`src/hw/rtl/lfpj_pkg.sv`:
```
// Shared types, constants and helpers of the line formation block.
// No dependencies; the files that use it refer to it by scoped names.
package lfpj_pkg;

	// Number formats.
	localparam int FRAC_BITS    = 16;
	localparam int ANGLE_BITS   = 16;
	localparam int CW           = 32;              // coordinate width
	localparam int AW           = 16;              // heading and yaw field width
	localparam int PHASE_SHIFT  = 32 - ANGLE_BITS; // binary angle to 32-bit phase
	localparam int SUM_W        = CW + 1;          // centre plus offset
	localparam int PROD_W       = 2 * CW;
	localparam int SC_FRAC      = 30;              // sine and cosine fraction bits
	localparam int SC_PROD_W    = PROD_W - SC_FRAC;

	// CORDIC.
	localparam int CORDIC_STEPS = 24;
	localparam int XW           = 32;
	localparam int ZW           = 32;
	localparam logic signed [XW-1:0] CORDIC_GAIN = 32'sd652032874;
	localparam logic [31:0] EIGHTH_TURN = 32'h2000_0000;

	// arctan(2^-i), 2^32 per turn.
	localparam logic signed [ZW-1:0] ATAN_TAB [CORDIC_STEPS] = '{
		32'sd536870912, 32'sd316933406, 32'sd167458907, 32'sd85004756,
		32'sd42667332,  32'sd21354465,  32'sd10679838,  32'sd5340244,
		32'sd2670163,   32'sd1335087,   32'sd667544,    32'sd333772,
		32'sd166886,    32'sd83443,     32'sd41722,     32'sd20861,
		32'sd10430,     32'sd5215,      32'sd2608,      32'sd1304,
		32'sd652,       32'sd326,       32'sd163,       32'sd81
	};

	// Quadrant codes after folding.
	localparam logic [1:0] QUAD_0 = 2'd0;
	localparam logic [1:0] QUAD_1 = 2'd1;
	localparam logic [1:0] QUAD_2 = 2'd2;
	localparam logic [1:0] QUAD_3 = 2'd3;

	// Configuration register indexes.
	localparam int CFG_IDX_W = 3;
	localparam logic [CFG_IDX_W-1:0] REG_CENTRE_X = 3'd0;
	localparam logic [CFG_IDX_W-1:0] REG_CENTRE_Y = 3'd1;
	localparam logic [CFG_IDX_W-1:0] REG_HEADING  = 3'd2;
	localparam logic [CFG_IDX_W-1:0] REG_SCALE    = 3'd3;
	localparam logic [CFG_IDX_W-1:0] REG_SPACING  = 3'd4;
	localparam logic signed [CW-1:0] UNIT_RESET   = CW'(64'sd1 <<< FRAC_BITS);

	// Saturation bounds.
	localparam logic signed [PROD_W-1:0] SAT_HI = 64'sd2147483647;
	localparam logic signed [PROD_W-1:0] SAT_LO = -64'sd2147483648;

	typedef struct packed {
		logic signed [CW-1:0] offset_x;
		logic signed [CW-1:0] offset_y;
		logic        [AW-1:0] offset_yaw;
		logic signed [CW-1:0] offset_size;
	} in_item_t;

	typedef struct packed {
		logic signed [CW-1:0] lead_x;
		logic signed [CW-1:0] lead_y;
		logic signed [CW-1:0] mid_x;
		logic signed [CW-1:0] mid_y;
		logic signed [CW-1:0] tail_x;
		logic signed [CW-1:0] tail_y;
		logic signed [CW-1:0] arm_sin;
		logic signed [CW-1:0] arm_cos;
		logic signed [CW-1:0] spacing_cos;
		logic signed [CW-1:0] spacing_sin;
		logic                 saturated;
	} result_t;

	typedef struct packed {
		logic signed [CW-1:0] centre_x;
		logic signed [CW-1:0] centre_y;
		logic        [AW-1:0] heading;
		logic signed [CW-1:0] scale;
		logic signed [CW-1:0] spacing;
	} cfg_t;

	// Data that rides alongside the CORDIC.
	typedef struct packed {
		logic        [1:0]       quad;
		logic signed [SUM_W-1:0] cx;
		logic signed [SUM_W-1:0] cy;
		logic signed [CW-1:0]    len;
		logic                    sat;
	} side_t;

	typedef struct packed {
		logic signed [CW-1:0] value;
		logic                 clip;
	} clip_t;

	// Clip a wide signed value to 32 bits and report whether it was clipped.
	function automatic clip_t sat32(input logic signed [PROD_W-1:0] v);
		clip_t r;
		if (v > SAT_HI) begin
			r.value = 32'sh7FFF_FFFF;
			r.clip  = 1'b1;
		end else if (v < SAT_LO) begin
			r.value = 32'sh8000_0000;
			r.clip  = 1'b1;
		end else begin
			r.value = v[CW-1:0];
			r.clip  = 1'b0;
		end
		return r;
	endfunction

endpackage

```
`src/hw/rtl/lfpj_if.sv`:
```


interface lfpj_out_if;
	logic                 valid;
	logic                 ready;
	lfpj_pkg::result_t    data;
	modport source (output valid, output data, input ready);
	modport sink (input valid, input data, output ready);
endinterface

```
`src/hw/rtl/lfpj_skid.sv`:
```
// Output register with a skid entry, so the pipeline stalls on a registered ready.
// Depends on lfpj_pkg and the result stream interface.
module lfpj_skid (
	input  logic              clk,
	input  logic              arst_n,
	input  logic              load_valid,
	input  lfpj_pkg::result_t load_data,
	output logic              load_ready,
	lfpj_out_if.source        formation
);

	logic              out_v_q, skid_v_q;
	lfpj_pkg::result_t out_q, skid_q;
	logic              load_fire;

	assign load_ready = !skid_v_q;
	assign load_fire  = load_valid && load_ready;

	// Output register takes the skid entry first, then a new transaction.
	always_ff @(posedge clk or negedge arst_n) begin
		if (!arst_n) begin
			out_v_q  <= 1'b0;
			skid_v_q <= 1'b0;
		end else begin
			if (!out_v_q || formation.ready) begin
				out_v_q <= skid_v_q || load_fire;
			end
			if (skid_v_q) begin
				if (formation.ready) begin
					skid_v_q <= 1'b0;
				end
			end else if (load_fire && out_v_q && !formation.ready) begin
				skid_v_q <= 1'b1;
			end
		end
	end

	always_ff @(posedge clk) begin
		if (!out_v_q || formation.ready) begin
			if (skid_v_q) begin
				out_q <= skid_q;
			end else if (load_fire) begin
				out_q <= load_data;
			end
		end
		if (!skid_v_q && load_fire && out_v_q && !formation.ready) begin
			skid_q <= load_data;
		end
	end

	assign formation.valid = out_v_q;
	assign formation.data  = out_q;

endmodule

```
`src/flat_wrapper.sv`:
```
// flat-port wrapper written by rule: the top's interface ports become plain ports
module lfpj_skid_flat 
  (clk, arst_n, load_valid, load_data, load_ready, formation_valid, formation_data, formation_ready);
  lfpj_out_if formation_i ();
  input  logic clk;
  input  logic arst_n;
  input  logic load_valid;
  input  lfpj_pkg::result_t load_data;
  output logic load_ready;
  output wire logic [$bits(formation_i.valid)-1:0] formation_valid;
  output wire logic [$bits(formation_i.data)-1:0] formation_data;
  input wire logic [$bits(formation_i.ready)-1:0] formation_ready;
  assign formation_valid = formation_i.valid;
  assign formation_data = formation_i.data;
  assign formation_i.ready = formation_ready;
  lfpj_skid u_core (.clk(clk), .arst_n(arst_n), .load_valid(load_valid), .load_data(load_data), .load_ready(load_ready), .formation(formation_i));
endmodule
```
`config.mk`:
```
export PLATFORM = sky130hd
export DESIGN_NAME = lfpj_skid_flat
export DESIGN_NICKNAME = d
export VERILOG_FILES = /design/src/hw/rtl/lfpj_pkg.sv /design/src/hw/rtl/lfpj_if.sv /design/src/hw/rtl/lfpj_skid.sv /design/src/flat_wrapper.sv
export SDC_FILE = /design/constraint.sdc
export NUM_CORES = 1
export LEC_CHECK = 0
export ABC_CLOCK_PERIOD_IN_PS = 16000
export BUFFER_PORTS_ARGS = -buffer_cell sky130_fd_sc_hd__clkbuf_2
export CAP_MARGIN = 20
export CORE_ASPECT_RATIO = 0.75
export CORE_MARGIN = 5
export CORE_UTILIZATION = 25
export DETAILED_ROUTE_END_ITERATION = 10
export PLACE_DENSITY = 0.52
export SYNTH_ARGS = -nofsm -noshare
export SYNTH_HDL_FRONTEND = slang
export SYNTH_SLANG_ARGS = --single-unit
export TNS_END_PERCENT = 20
```
`constraint.sdc`:
```
create_clock -name clk -period 16 [get_ports clk]
set_clock_uncertainty 0.2 [all_clocks]
set_input_delay 3.2 -clock clk [delete_from_list [all_inputs] [get_ports clk]]
set_output_delay 3.2 -clock clk [all_outputs]
set_load 0.005 [all_outputs]
```
### Yosys cells after proc, flatten, opt, wreduce, memory -nomap -nowiden

Cells that the tools add are included.

| word-level totals | value |
|---|---|
| flip-flop bits (word level) | 644 |
| input port bits | 325 |
| output and inout bits | 323 |
| word-level logic and storage cells | 42 |

| cells by class | value |
|---|---|
| muxes and demuxes | 5 |
| reductions and logical operators | 13 |

Operator list:

| kind | count |
|---|---|
| two-way mux 321 bit | 2 |
| logical AND 1 bit | 6 |
| zero test 1 bit | 3 |
| two-way mux 1 bit | 3 |
| logical OR 1 bit | 2 |
| AND reduction 2 bit | 1 |
| nonzero test 2 bit | 1 |

### Longest topological paths before layout

| logic depth | value |
|---|---|
| depth after elaboration | 6 |
| mapped depth | 5 |
| mapped depth without buffers | 2 |

### Least setup slack after synthesis

OpenSTA, ideal clock, no wires.

| timing path | value |
|---|---|
| path kind | input to register |
| from | input load_valid |
| to | register u_core.out_q (netlist bit u_core.formation.data[0]) (enable) |
| arrival time | 18.649 ns |
| slack | -3.959 ns |
| cell stages on the path | 2 |
| buffers on the path | 0 |
| cells stage by stage | nor2_1 > a21oi_1 |

| on the way | value |
|---|---|
| cells in the longest elaborated chain, start to end | 3 |

RTL lines:

| item | line | text |
|---|---|---|
| from (decl) | flat_wrapper.sv:7 | `input logic load_valid;` |
| logical AND 1 bit | lfpj_skid.sv:17 | `assign load_fire = load_valid && load_ready;` |
| nonzero test 2 bit (no line) | - |  |
| AND reduction 2 bit (no line) | - |  |
| to (signal assigned) | lfpj_skid.sv:41 | `out_q <= skid_q;` |
| to (signal assigned) | lfpj_skid.sv:43 | `out_q <= load_data;` |
| to (decl) | lfpj_skid.sv:13 | `lfpj_pkg::result_t out_q, skid_q;` |

No other way between the ends.
A chain may end at the register's enable or synchronous reset.

### Worst setup path after layout

| timing path | value |
|---|---|
| from | input formation_ready |
| to | register u_core.skid_q[171] (netlist name) (enable) |

| on the way | value |
|---|---|
| cells in the longest elaborated chain, start to end | 2 |

RTL lines:

| item | line | text |
|---|---|---|
| from (decl) | flat_wrapper.sv:12 | `input wire logic [$bits(formation_i.ready)-1:0] formation_ready;` |
| zero test 1 bit | lfpj_skid.sv:46 | `if (!skid_v_q && load_fire && out_v_q && !formation.ready) begin` |
| logical AND 1 bit | lfpj_skid.sv:46 |  |
| to (signal assigned) | lfpj_skid.sv:47 | `skid_q <= load_data;` |
| to (decl) | lfpj_skid.sv:13 |  |

No other way between the ends.

==> metrics.md <==
| Metric | Value |
|---|---|
| Worst vdd rail ir drop | `62.9 µV` |
| Total GRT Usage | `10.5%` |
| # fillers | `9476` |
| Final Non-Filler Cells | `3083` |
| Clk sinks | `644` |
| Final Cycle Share | `36.9%` |
| Sum Neg Setup Slack | `0 ns` |
| Final Hold Viols | `0` |
| Longest Clk Path Bufs | `3` |
| Final net count | `2033` |
| Status | `completed` |
| Die ar. | `104000 µm²` |
| Startpoint Class | `input port` |
| DP HPWL | `40400 µm` |
| First-pass GRT wire length | `83500 µm` |
| CTS tree | `yes` |
| Clk pwr share | `40.3%` |
| Seq pwr share | `50.8%` |
| Mapped Area | `24300 µm²` |
| CP max stage delay | `0.84 ns` |
| Cell mode on critical path | `buf_4` |
| Finished Core Util | `32.3%` |
| Mean area per synthesized cell | `24.1 µm²` |
| WP data required | `16.02 ns` |
| Core ar. | `96900 µm²` |
| Final ANT Viol Nets | `0` |
| Wirelength per Cell | `18.6 µm` |
| Maximum clock frequency | `0.169 GHz` |
| Number of max-cap violations | `0` |
| Crit-path slowest cell | `buf_4` |
| CP endpoint kind | `flop` |
| Comb pwr share | `8.9%` |
| Synth-to-layout area growth | `28.6%` |
| Worst slack, placed | `9.42 ns` |
| Row count | `99` |
| Synthesized Nets | `1335` |
| Most frequent cells in the layout | `647 x clkbuf_2, 642 x edfxtp_1, 257 x mux2_4` |
| Worst hold path class | `flop to flop` |
| Sw Ratio | `21.7%` |
| Layout cells sized above 1 | `61.5%` |
| Leak | `12.2 nW` |
| Netlist cell types | `11` |
| Worst Tran Pin Value | `1.06 ns` |
| Synth Register Bits | `644` |
| Share of synthesized area occupied by flip-flops and latches | `79.5%` |
| Clk slew on worst S/H paths | `0.06 ns` |
| Max_slew headroom | `29.2%` |
| Post_cts resized | `0` |
| Synth area leader | `edfxtp_1` |
| RePlAce Congestion | `0.809` |
| H-tree level count | `3` |
| Switching power total | `0.869 mW` |
| Final min period | `5.91 ns` |
| Syn. warnings | `0` |
| Power Density | `128 nW/µm²` |
| Vias per cell | `3.91` |
| Hold_ws | `0.335 ns` |
| Share of the synthesized area in the top cell type | `79.3%` |
| Initial Utilization | `25.1%` |
| Vias in the first global route | `13.3k` |
| Crit Path Max Fanout | `70` |
| Critical path class | `input port to flop` |
| Input/output buffers | `647` |
| DRC errors left | `0` |
| Die height | `280 µm` |
| Via Count | `12.1k` |
| Final Max Tran Viols | `0` |
| Post-Synthesis Cells | `1010` |
| Total grt overflow | `0` |
| Drt pass-1 iters | `4` |
| IO Count | `648` |
| CTS Hold Buffers Added | `0` |
| Largest net degree at the start of global routing | `145` |
| Area contributors post-synth | `edfxtp_1 79%, mux2_4 16%, mux2_2 3.0%, buf_6 1.4%, dfrtp_1 0.21%` |
| Clk Latency, worst-skew pair | `0.60 ns` |
| Num CTS Buffers | `70` |
| Antenna violations before repair | `11` |
| DRT iter0 DRCs | `574` |
| Internal | `3.13 mW` |
| Placed instance count | `2949` |
| Routed WL | `57400 µm` |
| Post-CTS Setup Inserts | `0` |
| CTS Root Cell | `clkbuf_16` |
| Commonest non-fill, non-tap cell in the layout | `clkbuf_2` |
| Crit path cell chain | `clkbuf_2, inv_1, and4_4, buf_4, buf_4` |
| Critical Path AT | `5.93 ns` |
| Endpoints failing setup | `0` |
| Die Wd | `370 µm` |
| RSZ-0062 raised after global routing | `false` |
| Setup WS post-layout | `10.09 ns` |
worst paths after layout:
check | from | endpoint | slack (ns) | depth (start not counted)
setup / recovery | formation_ready | u_core.skid_q[171] | 10.09 | 5
hold / removal | u_core.skid_q[198] | u_core.formation.data[198] | 0.34 | 1
setup reg to reg | u_core.skid_v_q | u_core.formation.data[4] | 11.02 | 5
hold reg to reg | u_core.skid_q[198] | u_core.formation.data[198] | 0.34 | 1
max in group asynchronous | arst_n | u_core.skid_v_q | 13.29 | 1
min in group asynchronous | arst_n | u_core.skid_v_q | 2.19 | 1
cell usage after synthesis:
library cell  count
nor2_1            2
mux2_4          257
o21ai_0           1
and4_1            1
mux2_2           64
edfxtp_1        642
a21oi_1           2
dfrtp_1           2
inv_1             3
buf_6            30
buf_2             6
stage by stage:
step	power, mW	cell area (µm²)
finish	4.00	31300
global route	4.17	31300
CTS	4.08	31300
detailed placement	2.44	29000
global placement	2.43	29000
floorplan	2.29	24300
critical path: cells and delay by family:
family / cells / cell delay (ns)
buffers and inverters: 4 / 1.83
AND/OR/NAND/NOR: 1 / 0.71
sequential cells by signal (all words and copies together), names as in the netlist:
register and flops:
u_core.formation.data 321, u_core.formation.valid 1, u_core.skid_q 321, u_core.skid_v_q 1
per-layer routing:
metal	part of all wire (%)	track usage, %
met5	0.059	0
met4	3.0	4.01
met3	8.5	4.06
met2	51	18.5
met1	38	11.6
power by group through the flow:
stage / logic, mW / registers [mW] / clock network, mW
2_1_floorplan: 0.189 / 2.10 / 0
3_3_place_gp: 0.360 / 2.07 / 0
3_5_place_dp: 0.367 / 2.07 / 0
4_1_cts: 0.367 / 2.04 / 1.68
5_1_grt: 0.385 / 2.04 / 1.74
6_report: 0.356 / 2.03 / 1.61
cell type report:
type                            count  area, µm²  area share, %
Tap cell                         1313       1640           5.25
Antenna cell                        7       17.5         0.0560
Sequential cell                   644      19300           61.8
Clock inverter                     40        404           1.29
Timing Repair Buffer              662       3360           10.8
Clock buffer                       87       1880           6.01
Multi-Input combinational cell    327       4620           14.8
Inverter                            3       11.3         0.0360
cell families after synthesis:
kind of cell / Yosys count / share of synthesized area (%)
and+or+nand+nor: 3 / 0.0669
buffers and inverters: 39 / 1.56
muxes: 321 / 18.8
DFF: 644 / 79.5
AOI/OAI and AO/OA: 3 / 0.0617
Note: power is estimated with default switching activity, not from simulation.
