<file path="src/hw/rtl/lfpj_pkg.sv">
// Shared types, constants and helpers of the line formation block.
// No dependencies; the files that use it refer to it by scoped names.
package lfpj_pkg;

	// Number formats.
	localparam int FRAC_BITS    = 16;
	localparam int ANGLE_BITS   = 16;
	localparam int CW           = 32;              // coordinate width
	localparam int AW           = 16;              // heading and yaw field width
	localparam int PHASE_SHIFT  = 32 - ANGLE_BITS; // binary angle to 32-bit phase
	localparam int SUM_W        = CW + 1;          // centre plus offset
	localparam int PROD_W       = 2 * CW;
	localparam int SC_FRAC      = 30;              // sine and cosine fraction bits
	localparam int SC_PROD_W    = PROD_W - SC_FRAC;

	// CORDIC.
	localparam int CORDIC_STEPS = 24;
	localparam int XW           = 32;
	localparam int ZW           = 32;
	localparam logic signed [XW-1:0] CORDIC_GAIN = 32'sd652032874;
	localparam logic [31:0] EIGHTH_TURN = 32'h2000_0000;

	// arctan(2^-i), 2^32 per turn.
	localparam logic signed [ZW-1:0] ATAN_TAB [CORDIC_STEPS] = '{
		32'sd536870912, 32'sd316933406, 32'sd167458907, 32'sd85004756,
		32'sd42667332,  32'sd21354465,  32'sd10679838,  32'sd5340244,
		32'sd2670163,   32'sd1335087,   32'sd667544,    32'sd333772,
		32'sd166886,    32'sd83443,     32'sd41722,     32'sd20861,
		32'sd10430,     32'sd5215,      32'sd2608,      32'sd1304,
		32'sd652,       32'sd326,       32'sd163,       32'sd81
	};

	// Quadrant codes after folding.
	localparam logic [1:0] QUAD_0 = 2'd0;
	localparam logic [1:0] QUAD_1 = 2'd1;
	localparam logic [1:0] QUAD_2 = 2'd2;
	localparam logic [1:0] QUAD_3 = 2'd3;

	// Configuration register indexes.
	localparam int CFG_IDX_W = 3;
	localparam logic [CFG_IDX_W-1:0] REG_CENTRE_X = 3'd0;
	localparam logic [CFG_IDX_W-1:0] REG_CENTRE_Y = 3'd1;
	localparam logic [CFG_IDX_W-1:0] REG_HEADING  = 3'd2;
	localparam logic [CFG_IDX_W-1:0] REG_SCALE    = 3'd3;
	localparam logic [CFG_IDX_W-1:0] REG_SPACING  = 3'd4;
	localparam logic signed [CW-1:0] UNIT_RESET   = CW'(64'sd1 <<< FRAC_BITS);

	// Saturation bounds.
	localparam logic signed [PROD_W-1:0] SAT_HI = 64'sd2147483647;
	localparam logic signed [PROD_W-1:0] SAT_LO = -64'sd2147483648;

	typedef struct packed {
		logic signed [CW-1:0] offset_x;
		logic signed [CW-1:0] offset_y;
		logic        [AW-1:0] offset_yaw;
		logic signed [CW-1:0] offset_size;
	} in_item_t;

	typedef struct packed {
		logic signed [CW-1:0] lead_x;
		logic signed [CW-1:0] lead_y;
		logic signed [CW-1:0] mid_x;
		logic signed [CW-1:0] mid_y;
		logic signed [CW-1:0] tail_x;
		logic signed [CW-1:0] tail_y;
		logic signed [CW-1:0] arm_sin;
		logic signed [CW-1:0] arm_cos;
		logic signed [CW-1:0] spacing_cos;
		logic signed [CW-1:0] spacing_sin;
		logic                 saturated;
	} result_t;

	typedef struct packed {
		logic signed [CW-1:0] centre_x;
		logic signed [CW-1:0] centre_y;
		logic        [AW-1:0] heading;
		logic signed [CW-1:0] scale;
		logic signed [CW-1:0] spacing;
	} cfg_t;

	// Data that rides alongside the CORDIC.
	typedef struct packed {
		logic        [1:0]       quad;
		logic signed [SUM_W-1:0] cx;
		logic signed [SUM_W-1:0] cy;
		logic signed [CW-1:0]    len;
		logic                    sat;
	} side_t;

	typedef struct packed {
		logic signed [CW-1:0] value;
		logic                 clip;
	} clip_t;

	// Clip a wide signed value to 32 bits and report whether it was clipped.
	function automatic clip_t sat32(input logic signed [PROD_W-1:0] v);
		clip_t r;
		if (v > SAT_HI) begin
			r.value = 32'sh7FFF_FFFF;
			r.clip  = 1'b1;
		end else if (v < SAT_LO) begin
			r.value = 32'sh8000_0000;
			r.clip  = 1'b1;
		end else begin
			r.value = v[CW-1:0];
			r.clip  = 1'b0;
		end
		return r;
	endfunction

endpackage

</file>
<file path="src/hw/rtl/lfpj_cfg.sv">
// Configuration register file of the line formation block.
// Depends on lfpj_pkg for the register layout and indexes.
module lfpj_cfg (
	input  logic                              clk,
	input  logic                              arst_n,
	input  logic                              cfg_we,
	input  logic [lfpj_pkg::CFG_IDX_W-1:0]    cfg_index,
	input  logic [lfpj_pkg::CW-1:0]           cfg_wdata,
	output lfpj_pkg::cfg_t                    cfg
);

	lfpj_pkg::cfg_t regs_q;

	// Write one register per enabled cycle; unknown indexes are dropped.
	always_ff @(posedge clk or negedge arst_n) begin
		if (!arst_n) begin
			regs_q.centre_x <= '0;
			regs_q.centre_y <= '0;
			regs_q.heading  <= '0;
			regs_q.scale    <= lfpj_pkg::UNIT_RESET;
			regs_q.spacing  <= lfpj_pkg::UNIT_RESET;
		end else if (cfg_we) begin
			case (cfg_index)
				lfpj_pkg::REG_CENTRE_X: regs_q.centre_x <= cfg_wdata;
				lfpj_pkg::REG_CENTRE_Y: regs_q.centre_y <= cfg_wdata;
				lfpj_pkg::REG_HEADING:  regs_q.heading  <= cfg_wdata[lfpj_pkg::AW-1:0];
				lfpj_pkg::REG_SCALE:    regs_q.scale    <= cfg_wdata;
				lfpj_pkg::REG_SPACING:  regs_q.spacing  <= cfg_wdata;
				default: ;
			endcase
		end
	end

	assign cfg = regs_q;

endmodule

</file>
<file path="config.mk">
export PLATFORM = sky130hd
export DESIGN_NAME = lfpj_cfg
export DESIGN_NICKNAME = d
export VERILOG_FILES = /design/src/hw/rtl/lfpj_pkg.sv /design/src/hw/rtl/lfpj_cfg.sv
export SDC_FILE = /design/constraint.sdc
export NUM_CORES = 1
export LEC_CHECK = 0
export ABC_CLOCK_PERIOD_IN_PS = 1700
export BUFFER_PORTS_ARGS = -buffer_cell sky130_fd_sc_hd__buf_2
export CAP_MARGIN = 20
export CORE_ASPECT_RATIO = 0.7
export CORE_UTILIZATION = 38
export CTS_BUF_LIST = sky130_fd_sc_hd__clkbuf_8
export DETAILED_ROUTE_END_ITERATION = 6
export PLACE_DENSITY_LB_ADDON = 0.3
export SLEW_MARGIN = 20
export SYNTH_ARGS = -nofsm -noshare
export SYNTH_HDL_FRONTEND = slang
export SYNTH_SLANG_ARGS = --single-unit
</file>
<file path="constraint.sdc">
create_clock -name clk -period 1.7 [get_ports clk]
set_clock_uncertainty 0.15 [all_clocks]
set_input_delay 0.255 -clock clk [delete_from_list [all_inputs] [get_ports clk]]
set_output_delay 0.255 -clock clk [all_outputs]
set_load 0.01 [all_outputs]
</file>
Word-level counts from Yosys, hierarchy flattened
Index checks and enable logic that the tools add are counted.
Widths: inputs -> output; s select.
- output and inout bits: 144
- logic and storage cells: 15
- input port bits: 38
- bits in registers: 144
- equal/unequal tests: 4
- reductions and logical operators: 6
- operators with widths (operator ; number):
    $reduce_and 2->1 ; 5
    $eq 3x2->1 const B ; 2
    $eq 3x1->1 const B ; 1
    $eq 3x3->1 const B ; 1
    $logic_not 3->1 ; 1

Depth between registers and ports, before layout
Gate-level depths: netlist (run 1).
- depth after elaboration: 2
- mapped depth: 4

Worst setup path after synthesis (run 1)
Ideal clock, no wire load.
- path kind: in2reg
- start: in cfg_index[0] in the netlist's numbering
- end: reg regs_q, in the netlist cfg[112]
- setup time: 0.125 ns
- required time: 1.425 ns
- cell stages on the path: 3
- slack: 0.247 ns
- path buffers: 1
- arrival time: 1.178 ns
- path through: nor4b_4 -> buf_6 -> mux2_2
- longest elaborated chain between the ends: 2
- RTL lines (element ; RTL line ; RTL):
    start, declared ; lfpj_cfg.sv:7 ; input logic [lfpj_pkg::CFG_IDX_W-1:0] cfg_index,
    $logic_not 3->1 ; lfpj_cfg.sv:23 ; case (cfg_index)
    $reduce_and 2->1 (no source line) ; -- ;
    end, declared ; lfpj_cfg.sv:12 ; lfpj_pkg::cfg_t regs_q;
Every way passes these cells.
A chain may end at the register's enable or synchronous reset.

Worst setup path after layout (run 1)
- start: reg regs_q, in the netlist cfg[48]
- end: out cfg[48] in the netlist's numbering
- RTL lines (element ; RTL line ; RTL):
    end, declared ; lfpj_cfg.sv:9 ; output lfpj_pkg::cfg_t cfg
No word-level cell between the ends.

==> metrics.yaml, run 1 <==
timing:
  fmaxAchievable_ghz: 0.6613
  hold_slack_ns: 0.1685
  tightest_slew_ns: 0.4584
  slew_violations: 0
  maxSlewHeadroom_pct: 69.44
  min_period_ns: 1.512
  setup-violations-final: 0
  fin_crit_sh_pct: 88.96
  hold_viol: 0
  rsz0062_at_grt: "false"
  finalWorstSetupSlack_ns: 0.1877
routing:
  highest_layer: "met4"
  wl_met1_microns: 5816
  wirelength_microns: 12960
  wl_met3_microns: 789
  final_antenna_net_count: 0
  wl_per_cell_microns: 17.40
  dr.first_iter.drc_count: 87
  num_vias: 3501
  via_per_inst: 4.699
  route.detailed.drc: 0
  met2_wirelength_microns: 6164
  drt_pre_antenna_iters: 4
setup_path:
  startpoint_type: "flop"
  crit_path_cell_trace: "buf_2"
  critPathKind: "flop to output port"
  worstSetupEndpointType: "output port"
  cp.arrival_ns: 1.11
  path_depth: 1
  critPathSlowestCell: "dfstp_2"
  critPathRequiredTime_ns: 1.29
  max_stage_delay_ns: 0.54
  ff2ff_path_depth: 1
  crit_buf_inv: 1
  crit_family: "flip-flops"
  path_max_fanout: 2
global_route:
  grt_start_max_net_pins: 46
  gr-total-overflow: 0
  grt_use_total_pct: 18.76
  antenna_found_initial: 0
  grt_pass1_vias: 3770
  grt_pass1_wl_microns: 20300
floorplan:
  fp-row-count: 36
  core_area_sq_um: 13920
  initial_utilization_pct: 38.87
  io_pins: 182
  die_h_microns: 101.8
  die_w_microns: 144.6
  die-area_sq_um: 14730
yosys:
  ys_seq_elements: 144
  synth_fa_ha_area_share_pct: 0
  synth_nets: 347
  synth_compound_gate_area_share_pct: 0
  synth-xor-area-share_pct: 0
  yosys_warnings: 0
  synth.avg_cell_area_sq_um: 17.51
  synth_top_cell_area_share_pct: 65.68
  synth_top_family_by_area: "multiplexers"
  synth_area_sq_um: 5410
  synth_area_leaders: "dfrtp_1, mux2_2, mux2_1, dfstp_2, buf_4"
  ys_seq_area_share_pct: 66.65
  syn_inst: 309
  synth_cell_types: 10
  muxShareOfSynthArea_pct: 29.97
  synth_simple_gate_area_share_pct: 1.156
  yosysTopAreaCell: "dfrtp_1"
clocking:
  clock_path_buffers: 2
  cts.sinks: 144
  tritoncts: "built"
  htree_levels: 4
  cts_setup_buffers: 0
  clock_latency_ns: 0.44
  post_cts_resized: 0
  hold_buffers: 33
  clock-root-buffer: "clkbuf_8"
  numCtsBuffers: 17
  cts.reportedPaths.clkPinSlew_ns: 0.08
outcome:
  status: "finished clean"
placement:
  dpl_worst_slack_ns: -0.02588
  hpwl_microns: 8883
  numPlacedInstances: 680
  gp_congestion: 0.7437
  numPortBuffers: 181
hold_path:
  hp-class: "input port to asynchronous set/reset pin"
power_and_ir_drop:
  p_per_area_nw_per_um2: 1309
  ir_drop_uv: 624.7
  p_leak_nw: 3.569
  swShare_pct: 28.01
  pwr-share-clk_pct: 30.3
  p_int_w: 0.007012
  p_total_w: 0.009741
  pwr-share-seq_pct: 46.8
  p_switching_w: 0.002729
  comb_power_share_pct: 22.9
layout:
  largest_reg_flops: 144
  nets: 580
  instances_no_fill: 745
  final_core_util_pct: 53.48
  mostFrequentLayoutCell: "buf_2"
  diodes: 0
  layout_common_cells: "buf_2, dfrtp_1, mux2_2"
  drive_gt1_share_pct: 61.62
  syn_to_final_growth_pct: 37.58
job:
  cap_violations: 0
## cell usage after synthesis
cell,count
dfrtp_1,142
mux2_2,108
mux2_1,36
buf_2,6
buf_4,6
buf_6,4
nor4bb_1,3
dfstp_2,2
nand4b_1,1
nor4b_4,1
## path summary, 6_finish.rpt
path,start,slack (ns),end
max,cfg[48],0.19,cfg[48]
min,arst_n,0.17,cfg[109]
min in group clk,cfg[81],0.33,cfg[81]
min reg2reg,cfg[81],0.33,cfg[81]
max reg2reg,cfg[84],0.75,cfg[84]
max in group asynchronous,arst_n,0.67,cfg[129]
## per-stage QoR
step | TNS (ns) | instance area (sq um)
final | 0 | 7443
after global routing | 0 | 7443
after CTS | 0 | 7443
after detailed placement | -0.3578 | 6668
after global placement | -0.07803 | 6668
after floorplan | 0 | 5410
## power by group through the flow
stage | Combinational [W] | Sequential (W) | Clock, W
2_1_floorplan | 0.000673 | 0.00497 | 0
3_3_place_gp | 0.00215 | 0.00459 | 0
3_5_place_dp | 0.00220 | 0.00463 | 0
4_1_cts | 0.00226 | 0.00457 | 0.00305
5_1_grt | 0.00243 | 0.00467 | 0.00318
6_report | 0.00223 | 0.00456 | 0.00295
## cell type report
class	instances	area, sq um
clock buffer	23	316.6
clock inverter	9	128.9
fill	1157	6475
multi-input combinational	149	1729
sequential	144	3606
tap	190	237.7
timing repair buffer	230	1425
## layer usage
metal	vias to the layer above	GRT usage, %
met5	-	0
met4	0	7.611
met3	20	6.842
met2	105	30.03
met1	1797	23.19
li1	1579	-
## kinds of logic after synthesis
logic type,count (synthesis)
simple gates,5
buf+inv,16
mux,144
flops,144
Power figures use the tool's default switching activity.
==> run 2, diff against run 1 <==
- ABC_AREA: not set -> 1
- CELL_PAD_IN_SITES_DETAIL_PLACEMENT: not set -> 1
- CELL_PAD_IN_SITES_GLOBAL_PLACEMENT: not set -> 1
- HOLD_SLACK_MARGIN: not set -> 0.05
==> run 2 against run 1 <==
  * Non-clock buffer count rose by 8
  * Largest cell class unchanged
  * Worst hold slack got worse by 0.078 ns
  * Register-to-register slack improved by 0.06 ns
  * Largest power group unchanged
  * Sequential share of layout area fell by 1.0 points
==> metrics.yaml, run 2 <==
global_route:
  grt_pass1_wl_microns: 31040
  antenna_found_initial: 1
  grtUsageMet1_pct: 35.77
  use_met2_pct: 43.09
  grt_pass1_vias: 5514
  grt_use_total_pct: 26.36
  grt.busiest_layer: "met2"
  grt_start_max_net_pins: 45
  gr-total-overflow: 0
  met3_usage_pct: 5.614
timing:
  fin_crit_sh_pct: 95.31
  hold_viol: 0
  hold_slack_ns: 0.09086
  setup-violations-final: 0
  tightest_slew_ns: 0.4317
  rsz0062_at_grt: "false"
  maxSlewHeadroom_pct: 71.22
  fin_tns_setup_ns: 0
  slew_violations: 0
  min_period_ns: 1.620
  fmaxAchievable_ghz: 0.6172
layout:
  layout_common_cells: "nand2_1, buf_2, dfrtp_1"
  instances_no_fill: 1055
  largest_reg_flops: 144
  drive_gt1_share_pct: 28.32
  syn_to_final_growth_pct: 33.94
  mostFrequentLayoutCell: "nand2_1"
  diodes: 0
  nets: 890
power_and_ir_drop:
  ir_drop_uv: 563.8
  comb_power_share_pct: 22.6
  pwr-share-seq_pct: 48.6
  p_per_area_nw_per_um2: 1209
  p_int_w: 0.006188
  swShare_pct: 32.72
  p_total_w: 0.009198
  p_leak_nw: 4.353
  pwr-share-clk_pct: 28.8
  p_switching_w: 0.003010
clocking:
  tritoncts: "built"
  numCtsBuffers: 17
  clock_latency_ns: 0.42
  clock_path_buffers: 2
  htree_levels: 4
  cts.sinks: 144
  clock-root-buffer: "clkbuf_8"
  cts.reportedPaths.clkPinSlew_ns: 0.08
hold_path:
  hp-class: "input port to flop"
floorplan:
  core_area_sq_um: 14230
  die_h_microns: 104.3
  die-area_sq_um: 15440
  io_pins: 182
  fp-row-count: 36
  die_w_microns: 148.1
  initial_utilization_pct: 39.89
routing:
  drt_pre_antenna_iters: 5
  num_vias: 5331
  final_antenna_net_count: 0
  route.detailed.drc: 0
  wirelength_microns: 19320
  wl_per_cell_microns: 18.32
  via_per_inst: 5.053
  dr.first_iter.drc_count: 308
yosys:
  ys.flop_type: "dfrtp_1"
  async_flop_share_pct: 100.0
  synth_cell_types: 12
  syn_inst: 634
  synth_edf_count: 0
  yosysTopAreaCell: "dfrtp_1"
  synth_area_leaders: "dfrtp_1, nand2_1, nand3_1, buf_2, buf_4"
  synth_nets: 672
  synth_area_sq_um: 5678
  synth.avg_cell_area_sq_um: 8.956
  ys_seq_elements: 144
  yosys_warnings: 0
  ys_seq_area_share_pct: 63.51
  synth_top_cell_area_share_pct: 62.58
  netlist_top_cells_count: "nand2_1, dfrtp_1, nand3_1"
  yosysMostFrequentCell: "nand2_1"
placement:
  numPortBuffers: 181
  numPlacedInstances: 988
  gp_congestion: 0.8538
  hpwl_microns: 13060
setup_path:
  startpoint_type: "input port"
  crit_path_cell_trace: "dlygate4sd3_1, buf_2, nor2_4, buf_12, buf_4, nand3_1, nand2_1"
  worstSetupEndpointType: "flop"
  critPathRequiredTime_ns: 1.92
  worst_r2r_endpoint: "cfg[48]"
  r2r_setup_slack_ns: 0.81
  reg2reg_from: "cfg[48]"
  max_stage_delay_ns: 0.53
  critPathSlowestCell: "dlygate4sd3_1"
  cp.arrival_ns: 1.84
  crit_start: "cfg_index[2]"
  critPathKind: "input port to flop"
  endpoint: "cfg[86]"
  ff2ff_path_depth: 2
  path_max_fanout: 25
job:
  cap_violations: 0
outcome:
  status: "finished clean"
==> run 2: cell count changes in the layout (fill, tap and decap cells not counted), sizes merged, moves of 5 or more <==
| cell | change |
|---|---|
| nand3 | +112 |
| nor2 | +5 |
| buf | +6 |
| nand2 | +328 |
| inv | +9 |
| clkbuf | -6 |
| mux2 | -144 |
==> run 2: area by class of cell <==
type	count	area, sq um
fill	1767	6629
sequential	144	3606
multi-input combinational	445	1856
timing repair buffer	238	1503
tap	190	237.7
clock buffer	17	234.0
clock inverter	15	146.4
inverter	6	22.52
==> run 2: through the flow <==
| step | instance area (sq um) | setup WS, ns | utilization [%] |
|---|---|---|---|
| floorplan | 5678 | 0.5106 | - |
| detailed placement | 6864 | 0.1680 | 48.22 |
| global route | 7605 | 0.02674 | 53.43 |
| finish | 7605 | 0.07975 | 53.43 |
| global placement | 6864 | 0.2707 | 48.22 |
| CTS | 7595 | 0.08407 | 53.36 |
==> run 2: how the worst min path moves through the flow <==
stage | cells after the start | from | slack, ns | end
final | 5 | cfg_index[1] | 0.09 | cfg[65]
after global routing | 5 | cfg_index[1] | 0.09 | cfg[65]
after CTS | 5 | cfg_index[1] | 0.06 | cfg[65]
after detailed placement | 1 | arst_n | 0.06 | cfg[28]
after global placement | 1 | arst_n | 0.05 | cfg[26]
after floorplan | 0 | arst_n | -0.19 | cfg[0]
==> run 2: critical path, delay by kind of cell <==
family	cells	cell delay, ns
and+or+nand+nor	3	0.45
buffers and inverters	4	1.12
==> run 2: cells by family after synthesis <==
logic type	after synthesis	synth area share (%)
buf+inv	45	4.165
flops	144	63.51
simple gates	445	32.33
==> run 2: routing by layer <==
metal,vias up,wire [microns],share of wire [%]
met5,-,13,0.067
met4,2,207,1.1
met3,21,1326,6.9
met2,191,9387,49
met1,2684,8388,43
li1,2433,-,-
==> run 2: timing repair <==
action / in CTS / in global routing
setup endpoints to repair: 0 / 5
gates resized for setup: 0 / 2
buffers inserted: 0 / 0
hold endpoints to repair: 286 / 0
hold buffers: 35 / 0
==> run 2: power by group through the flow <==
| stage | Sequential, W | Clock (W) | Combinational (W) |
|---|---|---|---|
| after global placement | 0.00450 | 0 | 0.00195 |
| final | 0.00447 | 0.00265 | 0.00208 |
| after CTS | 0.00447 | 0.00270 | 0.00211 |
| after global routing | 0.00455 | 0.00286 | 0.00231 |
| after floorplan | 0.00477 | 0 | 0.000609 |
| after detailed placement | 0.00452 | 0 | 0.00204 |
==> run 3, diff against run 2 <==
--- a/config.mk
+++ b/config.mk
@@ -9,10 +9,8 @@
 export ABC_CLOCK_PERIOD_IN_PS = 1700
 export BUFFER_PORTS_ARGS = -buffer_cell sky130_fd_sc_hd__buf_2
-export CAP_MARGIN = 20
 export CELL_PAD_IN_SITES_DETAIL_PLACEMENT = 1
 export CELL_PAD_IN_SITES_GLOBAL_PLACEMENT = 1
 export CORE_ASPECT_RATIO = 0.7
 export CORE_UTILIZATION = 38
-export CTS_BUF_LIST = sky130_fd_sc_hd__clkbuf_8
 export DETAILED_ROUTE_END_ITERATION = 6
 export HOLD_SLACK_MARGIN = 0.05
==> constraint.sdc (replaced) <==
create_clock -name clk -period 1.7 [get_ports clk]
set_clock_uncertainty 0.15 [all_clocks]
set_input_delay 0.085 -clock clk [delete_from_list [all_inputs] [get_ports clk]]
set_output_delay 0.085 -clock clk [all_outputs]
set_load 0.01 [all_outputs]
==> run 3 against run 2 <==
  * Via count up 1.2%
  * Combinational power about the same
  * Wire length up 2.4%
  * Highest routed layer unchanged
  * Power up 13%
  * Sequential cell count unchanged
  * Register-to-register slack worse by 0.03 ns
  * Final area up 2.0%
  * Largest cell class unchanged
  * Utilization up 1.0 points
==> metrics.yaml, run 3 (synthesis gave the netlist of run 2 again) <==
clocking:
  clock_latency_ns: 0.43
  cts.reportedPaths.clkPinSlew_ns: 0.06
  cts.sinks: 144
  tritoncts: "built"
  numCtsBuffers: 17
  htree_levels: 4
  post_cts_resized: 0
  clock_path_buffers: 2
  cts_setup_buffers: 0
  clock-root-buffer: "clkbuf_16"
  hold_buffers: 36
floorplan:
  initial_utilization_pct: 39.89
  die_h_microns: 104.3
  core_area_sq_um: 14230
  io_pins: 182
  fp-row-count: 36
  die-area_sq_um: 15440
  die_w_microns: 148.1
global_route:
  use_met2_pct: 44.63
  grt_use_total_pct: 27.10
  met3_usage_pct: 7.675
  grt_pass1_wl_microns: 31420
  grt.busiest_layer: "met2"
  grtUsageMet1_pct: 34.06
  grt_start_max_net_pins: 53
  antenna_found_initial: 2
  gr-total-overflow: 0
  grt_pass1_vias: 5766
routing:
  wirelength_microns: 19780
  dr.first_iter.drc_count: 315
  via_per_inst: 5.123
  wl_per_cell_microns: 18.79
  drt_pre_antenna_iters: 4
  final_antenna_net_count: 0
  route.detailed.drc: 0
  num_vias: 5394
timing:
  hold_viol: 0
  fmaxAchievable_ghz: 0.6317
  tightest_slew_ns: 0.6674
  maxSlewHeadroom_pct: 55.35
  rsz0062_at_grt: "false"
  fin_tns_setup_ns: 0
  setup-violations-final: 0
  min_period_ns: 1.583
  fin_crit_sh_pct: 93.11
  slew_violations: 0
setup_path:
  worstSetupEndpointType: "flop"
  crit_top_cell: "nand2_1"
  ff2ff_path_depth: 2
  crit_path_cell_trace: "dlygate4sd3_1, buf_2, nor2_4, nand2_2, nand2_1, nand2_1"
  critPathRequiredTime_ns: 1.86
  crit_buf_inv: 2
  critPathKind: "input port to flop"
  critPathSlowestCell: "dlygate4sd3_1"
  path_max_fanout: 32
  path_depth: 6
  max_stage_delay_ns: 0.53
  crit_family: "simple AND/OR/NAND/NOR gates"
  startpoint_type: "input port"
  cp.arrival_ns: 1.74
layout:
  largest_reg_flops: 144
  nets: 888
  drive_gt1_share_pct: 28.27
  final_core_util_pct: 54.47
  syn_to_final_growth_pct: 36.56
  mostFrequentLayoutCell: "nand2_1"
  layout_common_cells: "nand2_1, buf_2, dfrtp_1"
  diodes: 0
hold_path:
  hp-class: "input port to flop"
  whs_path_depth: 5
power_and_ir_drop:
  p_per_area_nw_per_um2: 1337
  p_leak_nw: 4.414
  ir_drop_uv: 715.9
  p_total_w: 0.01037
placement:
  gp_congestion: 0.8433
  hpwl_microns: 13010
  numPortBuffers: 181
outcome:
  status: "finished clean"
job:
  cap_violations: 0
-- run 3: cell count changes in the layout (fill, tap and decap cells not counted), moves of 2 or more --
cell / delta
clkbuf_8: -12
clkbuf_16: +17
clkinvlp_4: -2
nand2_4: -2
inv_1: -2
nand2_2: +2
clkinv_2: +2
inv_6: -2
buf_12: -4
-- run 3: power by group --
group / leakage, nW / switching (W) / total, W / internal, W
clock network: 0.294 / 0.00146 / 0.00380 / 0.00234
registers: 1.81 / 0.000415 / 0.00449 / 0.00408
logic: 2.31 / 0.00126 / 0.00207 / 0.000809
total: 4.41 / 0.00314 / 0.0104 / 0.00723
-- run 3: final timing paths --
kind | slack, ns | start | end
worst max-delay path | 0.12 | cfg_index[2] | cfg[124]
worst min-delay path | 0.11 | cfg_index[1] | cfg[4]
worst max register to register | 0.78 | cfg[100] | cfg[100]
worst min register to register | 0.32 | cfg[10] | cfg[10]
max in group asynchronous | 0.25 | arst_n | cfg[72]
min in group asynchronous | 0.54 | arst_n | cfg[129]
-- run 3: area by class of cell --
cell class | count | area, sq um
flip-flops and latches | 144 | 3606
multi-input cells | 445 | 1846
repair buffers | 236 | 1440
fillers | 1729 | 6480
clock inverters | 10 | 107.6
well taps | 190 | 237.7
inverters | 6 | 22.52
clock buffers | 22 | 494.2
-- run 3: layer usage --
layer  vias up  share of wire, %  wire length [microns]
li1       2432                 -                      -
met1      2745                43                   8460
met2       178                49                   9720
met3        35               6.1                   1215
met4         4               1.8                    356
met5         -              0.16                     31
-- run 3: stage by stage --
step	instance area (sq um)	hold slack, ns	worst slack [ns]	std cells
after floorplan	5678	-0.3606	0.6806	634
after global placement	6792	-0.1320	0.3364	985
after detailed placement	6792	-0.1269	0.2410	985
after CTS	7754	0.09568	0.1209	1053
after global routing	7754	0.1225	0.01507	1053
final	7754	0.1118	0.1171	1053
-- run 3: worst reg2reg max path, delay by kind of cell, from the launching register on --
kind / cells / cell delay, ns
and+or+nand+nor: 2 / 0.20
DFF: 1 / 0.43
